===== config.mk =====
export PLATFORM = sky130hd
export DESIGN_NAME = sfla_log2_unit
export DESIGN_NICKNAME = d
export VERILOG_FILES = /design/src/sv/sfla_pkg.sv /design/src/sv/sfla_log2_unit.sv
export SDC_FILE = /design/constraint.sdc
export NUM_CORES = 1
export LEC_CHECK = 0
export ABC_AREA = 1
export BUFFER_PORTS_ARGS = -buffer_cell sky130_fd_sc_hd__buf_2
export CAP_MARGIN = 20
export CORE_AREA = 2 2 68 70
export DETAILED_ROUTE_END_ITERATION = 7
export DIE_AREA = 0 0 70 72
export PLACE_DENSITY = 0.64
export SYNTH_ARGS = -nofsm -noshare
export SYNTH_HDL_FRONTEND = slang
export SYNTH_SLANG_ARGS = --single-unit
export TNS_END_PERCENT = 1

===== constraint.sdc =====
create_clock -name aclk -period 2.4 [get_ports aclk]
set_input_delay 0.12 -clock aclk [delete_from_list [all_inputs] [get_ports aclk]]
set_output_delay 0.12 -clock aclk [all_outputs]
set_load 0.005 [all_outputs]

===== src/sv/sfla_pkg.sv =====
// Shared types, codes and constants of the segregated free list allocator.
package sfla_pkg;

    localparam int ENT_W       = 12;
    localparam int SIZE_W      = 32;
    localparam int TAG_W       = 8;
    localparam int STATUS_W    = 3;
    localparam int SCAN_W      = 31;
    localparam int PERIOD_W    = 16;
    localparam int OP_W        = 2;
    localparam int LOG_W       = 5;
    localparam int CFG_IDX_W   = 1;
    localparam int CFG_DATA_W  = 16;

    localparam int DEF_ENTITY_COUNT = 4096;
    localparam int DEF_BUCKET_COUNT = 16;
    localparam int DEF_SCAN_LIMIT   = 64;

    localparam logic [ENT_W-1:0]    FIRST_FREEABLE_RESET = 12'd1;
    localparam logic [PERIOD_W-1:0] PERIOD_RESET         = 16'd1000;

    localparam logic [STATUS_W-1:0] ST_DONE      = 3'd0;
    localparam logic [STATUS_W-1:0] ST_NOT_FOUND = 3'd1;
    localparam logic [STATUS_W-1:0] ST_WANT_GC   = 3'd2;
    localparam logic [STATUS_W-1:0] ST_INVALID   = 3'd3;
    localparam logic [STATUS_W-1:0] ST_IGNORED   = 3'd4;

    localparam logic [OP_W-1:0] OP_ALLOC  = 2'd0;
    localparam logic [OP_W-1:0] OP_FREE   = 2'd1;
    localparam logic [OP_W-1:0] OP_RECORD = 2'd2;

    localparam logic [CFG_IDX_W-1:0] CFG_FIRST_FREEABLE    = 1'd0;
    localparam logic [CFG_IDX_W-1:0] CFG_COLLECTION_PERIOD = 1'd1;

    typedef struct packed {
        logic              start;
        logic [SIZE_W-1:0] value;
    } log_req_t;

    typedef struct packed {
        logic             done;
        logic [LOG_W-1:0] bucket;
    } log_rsp_t;

endpackage


===== src/sv/sfla_log2_unit.sv =====
// Iterative floor-log2 unit that maps a size onto its clamped size-class bucket.
module sfla_log2_unit
    import sfla_pkg::*;
#(
    parameter int BUCKET_COUNT = DEF_BUCKET_COUNT
) (
    input  logic     aclk,
    input  logic     aresetn,
    input  log_req_t req,
    output log_rsp_t rsp
);

    logic              busy_reg;
    logic [SIZE_W-1:0] value_reg;
    logic [LOG_W-1:0]  lg_reg;
    logic [LOG_W-1:0]  diff;
    logic [LOG_W-1:0]  clamped;

    always_ff @(posedge aclk) begin
        if (!aresetn) begin
            busy_reg <= 1'b0;
        end else if (req.start) begin
            busy_reg <= 1'b1;
        end else if (busy_reg && value_reg <= SIZE_W'(1)) begin
            busy_reg <= 1'b0;
        end
    end

    always_ff @(posedge aclk) begin
        if (req.start) begin
            value_reg <= req.value;
            lg_reg    <= '0;
        end else if (busy_reg && value_reg > SIZE_W'(1)) begin
            value_reg <= value_reg >> 1;
            lg_reg    <= lg_reg + LOG_W'(1);
        end
    end

    always_comb begin
        diff = lg_reg - LOG_W'(4);
        if (lg_reg <= LOG_W'(4)) begin
            clamped = '0;
        end else if ({1'b0, diff} > (LOG_W + 1)'(BUCKET_COUNT - 1)) begin
            clamped = LOG_W'(BUCKET_COUNT - 1);
        end else begin
            clamped = diff;
        end
    end

    assign rsp.done   = busy_reg && !req.start && (value_reg <= SIZE_W'(1));
    assign rsp.bucket = clamped;

endmodule


## Word level (Yosys, flattened, before mapping)

Cells that the tools add are included.

- Register bits: 38
- Bits in latches: 0
- Bits in writable memories: 0
- ROM bits: 0
- Bits of input ports: 35
- Output and inout port bits: 6
- Logic and storage cells: 22
- Memories kept: 0

- Add/subtract/negate cells: 2
- Multiply operators: 0
- Divide/modulo/power cells: 0
- Order comparisons: 4
- Equality and inequality tests: 0
- Shift-type cells: 0
- Muxes and demuxes: 6
- Bitwise logic cells: 0
- Reduce and logical (&&, ||, !) cells: 7

Operator list:

| operator | number |
|---|---|
| $mux W32 | 2 |
| $gt A32 B1 Y1 const B | 1 |
| $le A32 B1 Y1 const B | 1 |
| $mux W5 | 2 |
| $add A5 B1 Y5 const B | 1 |
| $gt A5 B4 Y1 const B | 1 |
| $le A5 B3 Y1 const B | 1 |
| $sub A5 B3 Y5 const B | 1 |
| $logic_and A1 B1 Y1 | 4 |
| $reduce_bool A2 Y1 | 2 |
| $mux W1 | 2 |
| $logic_not A1 Y1 | 1 |

## Depth between registers and ports, before layout

Gate-level depths: netlist of run 1.

- Word-level depth: 4
- Gate-level depth with buffers: 9
- Mapped depth without buffers: 9

## Worst setup path before layout of run 1

No wires, ideal clock.

- Kind: register to register
- Start: register value_reg[7]
- End: register value_reg[10], enable pin
- Library setup time: 0.472 ns
- Arrival time: 1.435 ns
- Data required time: 1.928 ns
- Path slack: 0.493 ns
- Cell stages (with the launch flop): 7
- Path buffers: 0
- Clock period less this slack: 1.907 ns
- Cell sequence: edfxtp_1 > nor2_1 > nand2_1 > nor2_2 > nand2_2 > o21ai_4 > nand2_1

- Word-level cells in the longest chain between the ends: 3

RTL lines:

| item | RTL line | RTL |
|---|---|---|
| start: declaration | sfla_log2_unit.sv:14 | `logic [SIZE_W-1:0] value_reg;` |
| start signal: assignment | sfla_log2_unit.sv:31 | `value_reg <= req.value;` |
| start signal: assignment | sfla_log2_unit.sv:34 | `value_reg <= value_reg >> 1;` |
| $gt A32 B1 Y1 | sfla_log2_unit.sv:33 | `end else if (busy_reg && value_reg > SIZE_W'(1)) begin` |
| $logic_and A1 B1 Y1 | sfla_log2_unit.sv:33 |  |
| $reduce_bool A2 Y1 (no line) | -- |  |

No other way between the ends.
A chain may end at the register's enable or synchronous reset.

==> results of run 1 <==
-- cells in the final DEF, fill, tap and decap left out --
cell      count
a21boi_0      1
a21o_1        1
a21oi_1       9
buf_2        38
buf_4         3
clkbuf_1      1
clkbuf_8      5
clkinv_1      1
conb_1        1
dfxtp_1       6
edfxtp_1     31
ha_1          6
inv_1        30
nand2_1      76
nand2_2       1
nand3_1       4
nor2_1       23
nor2_2        2
nor3_1        2
o21ai_0      18
o21ai_4       1
xnor2_1       1
xor2_1        3
-- Yosys cell counts, drive strengths merged --
library cell  number  area [sq um]
xor2               3         26.28
a21o               1         7.510
o21ai             19         106.4
a21boi             1         7.510
buf                3         17.52
conb               1         3.750
clkbuf             5         18.77
ha                 6         75.07
nor3               2         10.01
dfxtp              6         120.1
xnor2              1         8.760
nand3              4         20.02
a21oi              9         45.04
edfxtp            31         930.9
nand2             77         291.5
inv               30         112.6
nor2              25         98.84
-- where the power goes --
part           internal, mW  total (mW)  switching (mW)
Clock                 0.196       0.395           0.199
Combinational        0.0629       0.152          0.0889
Sequential            0.771       0.805          0.0338
Total                  1.03        1.35           0.322
-- critical path: cells and delay by family, from the launching register on --
| kind | cells | cell delay (ps) |
|---|---|---|
| compound gates | 2 | 270 |
| flops | 1 | 500 |
| fa+ha+maj | 1 | 330 |
| buf+inv | 3 | 280 |
| simple gates | 1 | 180 |
-- layout make-up --
| class | instances | area share (%) |
|---|---|---|
| sequential | 37 | 47.38 |
| clock buffer | 6 | 3.271 |
| tap | 52 | 2.933 |
| timing repair buffer | 41 | 9.588 |
| multi-input combinational | 149 | 31.58 |
| clock inverter | 1 | 0.1692 |
| inverter | 30 | 5.076 |
-- path summary, 6_finish.rpt --
path                                     from       endpoint  slack (ps)  depth (start not counted)
worst max-delay path                lg_reg[2]         rsp[1]         440                          7
worst min-delay path                  aresetn       busy_reg          90                          2
worst max register to register  value_reg[30]  value_reg[27]         750                          7
worst min register to register      lg_reg[3]      lg_reg[3]         480                          2
-- per-layer routing --
layer / GRT usage (%) / up-vias / routed length, microns
li1: - / 781 / -
met1: 18.57 / 625 / 1742
met2: 25.61 / 29 / 1589
met3: 3.472 / 4 / 115
met4: 8.333 / 0 / 62
met5: 0 / - / 0
-- logic make-up after synthesis --
logic type               count (synthesis)  share of synthesized area (%)
AO/OA/AOI/OAI                           30                          8.756
XOR/XNOR                                 4                          1.844
adder cells (fa/ha/maj)                  6                          3.950
buffers and inverters                   38                          7.834
flip-flops                              37                          55.30
other                                    1                         0.1973
AND/OR/NAND/NOR                        108                          22.12
-- stage by stage --
stage               instances  area, sq um
floorplan                 224         1901
global placement          309         2142
detailed placement        309         2142
CTS                       316         2218
global route              316         2218
finish                    316         2218
==> summary.txt, run 1 <==
Status
  • Status: finished clean

Worst setup path
  • Required time worst endpoint: 2280 ps
  • Critical Path, Cell by Cell: inv_1, ha_1, nor3_1, a21oi_1, a21o_1, inv_1, buf_2
  • Most Frequent Cell on Critical Path: inv_1
  • Worst EP arrival: approximately 1800 ps
  • CP max-delay cell: dfxtp_1
  • Startpoint type of the worst setup path: flop
  • Max FO, Critical Path: 8
  • Crit Path Category: reg2out
  • CP Capture Type: primary output
  • Worst path max stage delay: 500 ps

Detailed routing
  • DRT antenna net count: 0
  • Initial DRC count: around 100
  • Residual DRC count: 0
  • Drt total wl: 3508 microns
  • Vias per inst: 4.554
  • Vias: 1439
  • First drt pass iteration count: 4
  • Drt wl/cell: approximately 11 microns

CTS
  • Worst-skew pair later-pin latency: around 280 ps
  • Cts bufs inserted: 5
  • CTS Sinks: 37
  • Post-CTS Setup Repair Bufs: 0
  • Root Buffer: clkbuf_8
  • # resized after CTS: 0
  • TritonCTS clock tree: yes
  • Number of H-tree levels: 2
  • Clock slew seen by the registers of the worst setup and hold paths: 70 ps
  • Clock Path Buffers: 2
  • Post-cts hold buffer count: 0

Floorplan
  • I/O pins: 41
  • Die Ht: 72 microns
  • Starting Density: 44.57%
  • Die W: 70 microns
  • Die area: 5040 sq um
  • Rows: 24
  • Total core area: approximately 4300 sq um

GRT
  • GR Overflow Total: 0
  • Largest net degree at the start of global routing: 54
  • Tot GR Track Use: 15.32%
  • Vias in the first global route: approximately 1400
  • Initial antenna violation count: 0
  • First-pass GRT wire length: 6003 microns

Final layout
  • Max FFs per register: 31
  • Fillers: 447
  • Diodes inserted: 0
  • # nets final: approximately 310
  • Area delta synth->final: 16.72%
  • Register area: 1051 sq um
  • Layout cells sized above 1: around a fifth
  • Core Util, Final: ~52%
  • Area taken by multi-input logic gates: about 700 sq um

Timing
  • Final Max Slew Viols: 0
  • Unrepaired setup endpoints after global routing: no
  • Fin crit share: between 80% and 90%
  • Clock skew: 4.557 ps
  • Maximum clock frequency: roughly 510 MHz
  • Setup ws final: 444.5 ps
  • Worst hold slack: around 94 ps
  • Final Setup Violations: 0
  • Min cycle time layout: 1955 ps
  • Setup TNS: 0 ps
  • Final Hold Vio Count: 0

Pwr
  • Design Power: 1.352 mW
  • Power per cell area: ~610 nW/um^2
  • Leakage dissipation: roughly 1.1 nW
  • Worst vdd ir: 303.5 uV

Place
  • Placer Congestion: 0.7271
  • Place WS: 738.9 ps
  • Dpl hpwl: 2474 microns
  • Port buffer count: 38

Logic synthesis
  • Cells after synthesis: around 220
  • Post-synth net total: 265
  • Post-Syn Area: 1901 sq um
  • FF+latch count, synth: 37
  • Yosys cell types: 21
  • Seq/Total Area, Yosys: around 55%
  • YS warnings: 0
  • Syn avg cell area: 8.485 sq um

Run
  • Max Cap Viol: 0

Hold path
  • Hold crit path type: in2reg
Note: power is estimated with default switching activity, not from simulation.
==> inputs of run 2 (changes only) <==
==> constraint.sdc (replaced) <==
create_clock -name aclk -period 1.8 [get_ports aclk]
set_input_delay 0.09 -clock aclk [delete_from_list [all_inputs] [get_ports aclk]]
set_output_delay 0.09 -clock aclk [all_outputs]
set_load 0.005 [all_outputs]
==> summary.txt, run 2 (synthesis results as in run 1) <==
Pwr
  • Register share of total power: 54.4% (was 59.5%)
  • Gate power share: 11.0% (was 11.2%)
  • Leakage dissipation: 1.110 nW (was 1.071 nW)
  • Power per cell area: 855.5 nW/um^2 (was 609.3 nW/um^2)
  • Power share of the clock group: 34.6% (was 29.2%)
  • Sw Ratio: 22.65% (was 23.83%)
  • Worst vdd ir: 458.9 uV (was 303.5 uV)
  • Cell internal pwr: 1.522 mW (was 1.030 mW)
  • NetSw: 0.4457 mW (was 0.3221 mW)

CTS
  • Clock slew seen by the registers of the worst setup and hold paths: 70 ps (about the same)
  • Post-CTS Setup Repair Bufs: 0 (unchanged)
  • Post-cts hold buffer count: 0 (unchanged)
  • TritonCTS clock tree: yes (unchanged)
  • CTS Sinks: 37 (unchanged)
  • Worst-skew pair later-pin latency: 280 ps (about the same)
  • Number of H-tree levels: 2 (unchanged)
  • Cts bufs inserted: 5 (unchanged)
  • Clock Path Buffers: 2 (unchanged)
  • Root Buffer: clkbuf_8 (unchanged)

Final layout
  • Register area: 1052 sq um (was 1051 sq um)
  • Most common cell after layout, fill and taps aside: nand2_1 (unchanged)
  • Fillers: 429 (was 447)
  • Layout cells sized above 1: 23.22% (was 18.94%)
  • Post-route cell area: 2300 sq um (was 2218 sq um)
  • # nets final: 308 (was 305)
  • Finished Layout Cells: 319 (was 316)
  • Core Util, Final: 53.93% (was 52.02%)
  • Area delta synth->final: 21.00% (was 16.72%)
  • Area taken by multi-input logic gates: 718.2 sq um (was 700.7 sq um)
  • Diodes inserted: 0 (unchanged)
  • Most frequent cells in the layout: nand2_1, buf_2, edfxtp_1, inv_1, nor2_1 (unchanged)
  • Max FFs per register: 31 (unchanged)

Floorplan
  • Die W: 70 microns (unchanged)
  • I/O pins: 41 (unchanged)
  • Die area: 5040 sq um (unchanged)
  • Starting Density: 44.57% (unchanged)
  • Die Ht: 72 microns (unchanged)
  • Total core area: 4264 sq um (unchanged)
  • Rows: 24 (unchanged)

Timing
  • Clock skew: 4.307 ps (was 4.557 ps)
  • Setup TNS: 0 ps (unchanged)
  • Unrepaired setup endpoints after global routing: no (unchanged)
  • Final Hold Vio Count: 0 (unchanged)
  • Fin crit share: 92.78%
  • Final Setup Violations: 0 (unchanged)
  • Min cycle time layout: roughly 1700 ps
  • Final Max Slew Viols: 0 (unchanged)
  • Maximum clock frequency: 598.8 MHz

Worst setup path
  • Depth of the most critical reg-to-reg path: 7 (unchanged)
  • Startpoint type of the worst setup path: flop (unchanged)
  • Worst path max stage delay: 350 ps (was 500 ps)
  • Crit Path Category: reg2out (unchanged)
  • CP max-delay cell: dfxtp_2 (was dfxtp_1)
  • Worst EP arrival: 1580 ps (was 1840 ps)
  • Buf/Inv on CP: 3 (unchanged)
  • CP Depth: 7 (unchanged)
  • Critical Path, Cell by Cell: inv_2, ha_1, nor3_2, a21oi_1, a21o_1, inv_1, buf_2 (was inv_1, ha_1, nor3_1, a21oi_1, a21o_1, inv_1, buf_2)
  • CP Capture Type: primary output (unchanged)
  • Max FO, Critical Path: 5 (was 8)
  • Required time worst endpoint: 1710 ps (was 2280 ps)
  • CP top delay family: flip-flops (unchanged)

GRT
  • Vias in the first global route: 1391 (was 1392)
  • First-pass GRT wire length: 6030 microns (was 6003 microns)
  • Tot GR Track Use: 15.41% (was 15.32%)
  • GR Overflow Total: 0 (unchanged)
  • Largest net degree at the start of global routing: 25 (was 54)
  • Initial antenna violation count: 0 (unchanged)

Hold path
  • Hold crit path type: in2reg (unchanged)
  • Hold Path Cell Cnt: 3 (was 2)

Detailed routing
  • Vias: 1449 (was 1439)
  • First drt pass iteration count: 4 (unchanged)
  • Drt wl/cell: 10.94 microns (was 11.10 microns)
  • Drt total wl: 3490 microns (was 3508 microns)
  • Initial DRC count: 105 (was 102)
  • DRT antenna net count: 0 (unchanged)
  • Residual DRC count: 0 (unchanged)
  • Vias per inst: 4.542 (was 4.554)

Place
  • Port buffer count: 38 (unchanged)
  • Placed inst area: 2180 sq um (was 2142 sq um)
  • Placer Congestion: 0.7429 (was 0.7271)
  • Dpl hpwl: 2527 microns (was 2474 microns)
  • Post-Place Cells: 312 (was 309)

Run
  • Max Cap Viol: 0 (unchanged)

Status
  • Status: finished clean (unchanged)
## run 2: layer usage
metal	track usage [%]	wire length (microns)
met3	4.306	142
met5	0	0
met2	24.34	1589
met4	6.410	59
met1	20.18	1698
## run 2: path summary, 6_finish.rpt
check           startpoint            end  slack, ps
max              lg_reg[3]         rsp[1]        130
min                req[31]  value_reg[31]         60
max reg2reg  value_reg[25]  value_reg[13]        240
min reg2reg      lg_reg[3]      lg_reg[3]        500
## run 2: worst min-delay path: cells and delay by family
kind                   cells  cell delay (ps)
buffers and inverters      2              110
AND/OR/NAND/NOR            1               40
## run 2: layout make-up
class	instances	share of cell area [%]
Multi-Input combinational cell	149	31.23
Tap cell	52	2.829
Sequential cell	37	45.76
Clock buffer	5	2.992
Timing Repair Buffer	44	10.77
Inverter	30	4.897
Clock inverter	2	1.523
## run 2: repair_timing
action | 4_1_cts | 5_1_grt
gates resized for setup | 0 | 6
setup endpoints to repair | 0 | 3
endpoints found under the hold margin | 0 | 0
## run 2: power groups by stage
stage / sequential, mW / clock (mW) / combinational (mW)
3_3_place_gp: 1.09 / 0 / 0.213
4_1_cts: 1.07 / 0.698 / 0.217
2_1_floorplan: 1.08 / 0 / 0.137
3_5_place_dp: 1.09 / 0 / 0.215
5_1_grt: 1.08 / 0.743 / 0.256
6_report: 1.07 / 0.681 / 0.216
## run 2: stage by stage
| stage | total power [mW] | hold WS (ps) | setup slack [ps] |
|---|---|---|---|
| floorplan | 1.215 | 243.8 | 202.3 |
| global placement | 1.299 | 355.4 | 238.6 |
| detailed placement | 1.305 | 350.6 | 219.4 |
| CTS | 1.986 | 50.14 | 42.97 |
| global route | 2.079 | 60.75 | 7.913 |
| finish | 1.967 | 60.23 | 130.0 |
==> inputs of run 3 (changes only) <==
--- a/config.mk
+++ b/config.mk
@@ -12,6 +12,7 @@
 export DETAILED_ROUTE_END_ITERATION = 7
 export DIE_AREA = 0 0 70 72
 export PLACE_DENSITY = 0.64
+export RECOVER_POWER = 25
 export SYNTH_ARGS = -nofsm -noshare
 export SYNTH_HDL_FRONTEND = slang
 export SYNTH_SLANG_ARGS = --single-unit
==> summary.txt, run 3 (synthesis results as in run 1) <==
Worst setup path
  • Required time worst endpoint: 1710 ps (about the same)
  • RR Endpoint: value_reg[13] (unchanged)
  • FF-to-FF setup slack: 240 ps (about the same)
  • Worst EP arrival: 1580 ps (about the same)
  • Crit Path Category: reg2out (unchanged)
  • Startpoint type of the worst setup path: flop (unchanged)
  • Worst flop-to-flop path startpoint: value_reg[25] (unchanged)
  • Max FO, Critical Path: 5 (unchanged)
  • CP Capture Type: primary output (unchanged)
  • Depth of the most critical reg-to-reg path: 7 (unchanged)

Timing
  • Final Max Slew Viols: 0 (unchanged)
  • Final Hold Vio Count: 0 (unchanged)
  • Unrepaired setup endpoints after global routing: no (unchanged)
  • Maximum clock frequency: 598.8 MHz (about the same)
  • Measured slew at the worst slew-check pin: 768.5 ps
  • Clock skew: 3.862 ps (was 4.307 ps)
  • Setup TNS: 0 ps (unchanged)
  • Final Setup Violations: 0 (unchanged)
  • Min cycle time layout: 1670 ps (about the same)
  • Fin crit share: 92.77% (was 92.78%)
  • Relative slew slack: 48.76%

Floorplan
  • Die W: 70 microns (unchanged)
  • Starting Density: 44.57% (unchanged)
  • Total core area: 4264 sq um (unchanged)
  • I/O pins: 41 (unchanged)
  • Die area: 5040 sq um (unchanged)
  • Die Ht: 72 microns (unchanged)
  • Rows: 24 (unchanged)

Detailed routing
  • Vias per inst: 4.561 (was 4.542)
  • Drt total wl: 3490 microns (unchanged)
  • First drt pass iteration count: 4 (unchanged)
  • Drt wl/cell: 10.94 microns (unchanged)
  • Residual DRC count: 0 (unchanged)
  • Vias: 1455 (was 1449)
  • Initial DRC count: 104 (was 105)
  • DRT antenna net count: 0 (unchanged)

Final layout
  • Most common cell after layout, fill and taps aside: nand2_1 (unchanged)
  • Max FFs per register: 31 (unchanged)
  • # nets final: 308 (unchanged)
  • Most frequent cells in the layout: nand2_1, buf_2, edfxtp_1, inv_1, nor2_1 (unchanged)
  • Fillers: 432 (was 429)
  • Layout cells sized above 1: 22.10% (was 23.22%)
  • Diodes inserted: 0 (unchanged)
  • Area delta synth->final: 20.54% (was 21.00%)

GRT
  • First-pass GRT wire length: 6030 microns (unchanged)
  • Vias in the first global route: 1391 (unchanged)
  • Initial antenna violation count: 0 (unchanged)
  • GR Overflow Total: 0 (unchanged)
  • Largest net degree at the start of global routing: 25 (unchanged)
  • Tot GR Track Use: 15.41% (unchanged)

Run
  • Max Cap Viol: 0 (unchanged)

Status
  • Status: finished clean (unchanged)

Hold path
  • Hold Path Cell Cnt: 3 (unchanged)
  • Hold path start: req[31] (unchanged)
  • WHS Endpoint: value_reg[31] (unchanged)
  • Hold crit path type: in2reg (unchanged)

CTS
  • # resized after CTS: 0 (unchanged)
  • Clock Path Buffers: 2 (unchanged)
  • CTS Sinks: 37 (unchanged)
  • Clock slew seen by the registers of the worst setup and hold paths: 70 ps (about the same)
  • Post-cts hold buffer count: 0 (unchanged)
  • Worst-skew pair later-pin latency: 280 ps (about the same)
  • Cts bufs inserted: 5 (unchanged)
  • Number of H-tree levels: 2 (unchanged)
  • TritonCTS clock tree: yes (unchanged)
  • Root Buffer: clkbuf_8 (unchanged)
  • Post-CTS Setup Repair Bufs: 0 (unchanged)

Pwr
  • Design Power: 1.966 mW (was 1.967 mW)
  • Leakage dissipation: 1.100 nW (was 1.110 nW)
  • Worst vdd ir: 458.9 uV (about the same)
  • Power per cell area: 858.0 nW/um^2 (was 855.5 nW/um^2)

Place
  • Dpl hpwl: 2527 microns (unchanged)
  • Port buffer count: 38 (unchanged)
  • Placer Congestion: 0.7429 (unchanged)
run 3: cell types whose count changed in the layout (fill, tap and decap cells not counted):
cell / delta
clkbuf_1: +3
buf_2: -1
buf_4: -2
run 3: worst max-delay path: stages (launching register included):
cell	delay, ps
dfxtp_2	350
inv_2	60
ha_1	300
nor3_2	180
a21oi_1	100
a21o_1	160
inv_1	40
buf_2	90
run 3: layout make-up:
| class | instances | area, sq um | share of cell area (%) |
|---|---|---|---|
| clock buffers | 5 | 68.82 | 3.004 |
| clock inverters | 2 | 35.03 | 1.529 |
| inverters | 30 | 112.6 | 4.915 |
| multi-input cells | 149 | 718.2 | 31.35 |
| flip-flops and latches | 37 | 1052 | 45.93 |
| well taps | 52 | 65.06 | 2.840 |
| repair buffers | 44 | 239.0 | 10.43 |
run 3: how the worst max path moves through the flow:
| stage | startpoint | end |
|---|---|---|
| finish | lg_reg[3] | rsp[1] |
| global route | value_reg[25] | rsp[5] |
| CTS | lg_reg[3] | rsp[1] |
| detailed placement | value_reg[25] | value_reg[26] |
| global placement | value_reg[30] | value_reg[1] |
| floorplan | value_reg[7] | value_reg[10] |
run 3: stage by stage:
step	utilization, %	area [sq um]	setup slack, ps	instances	hold slack, ps
global placement	51.12	2180	238.6	312	355.4
global route	53.73	2291	0.4425	319	60.75
floorplan	-	1903	202.3	224	243.8
detailed placement	51.12	2180	219.4	312	350.6
finish	53.73	2291	130.1	319	60.30
CTS	53.55	2283	42.97	319	50.14
run 3: routing by layer:
metal | global-route usage, % | share of wire (%) | routed length (microns)
met1 | 20.18 | 49 | 1695
met3 | 4.306 | 4.1 | 142
met4 | 6.410 | 1.7 | 59
met2 | 24.34 | 46 | 1591
met5 | 0 | 0 | 0
run 3: power by group:
group | leakage (nW) | total (mW) | internal [mW] | switching [mW]
Combinational | 0.677 | 0.214 | 0.0898 | 0.124
Clock | 0.0540 | 0.681 | 0.402 | 0.278
Sequential | 0.369 | 1.07 | 1.03 | 0.0434
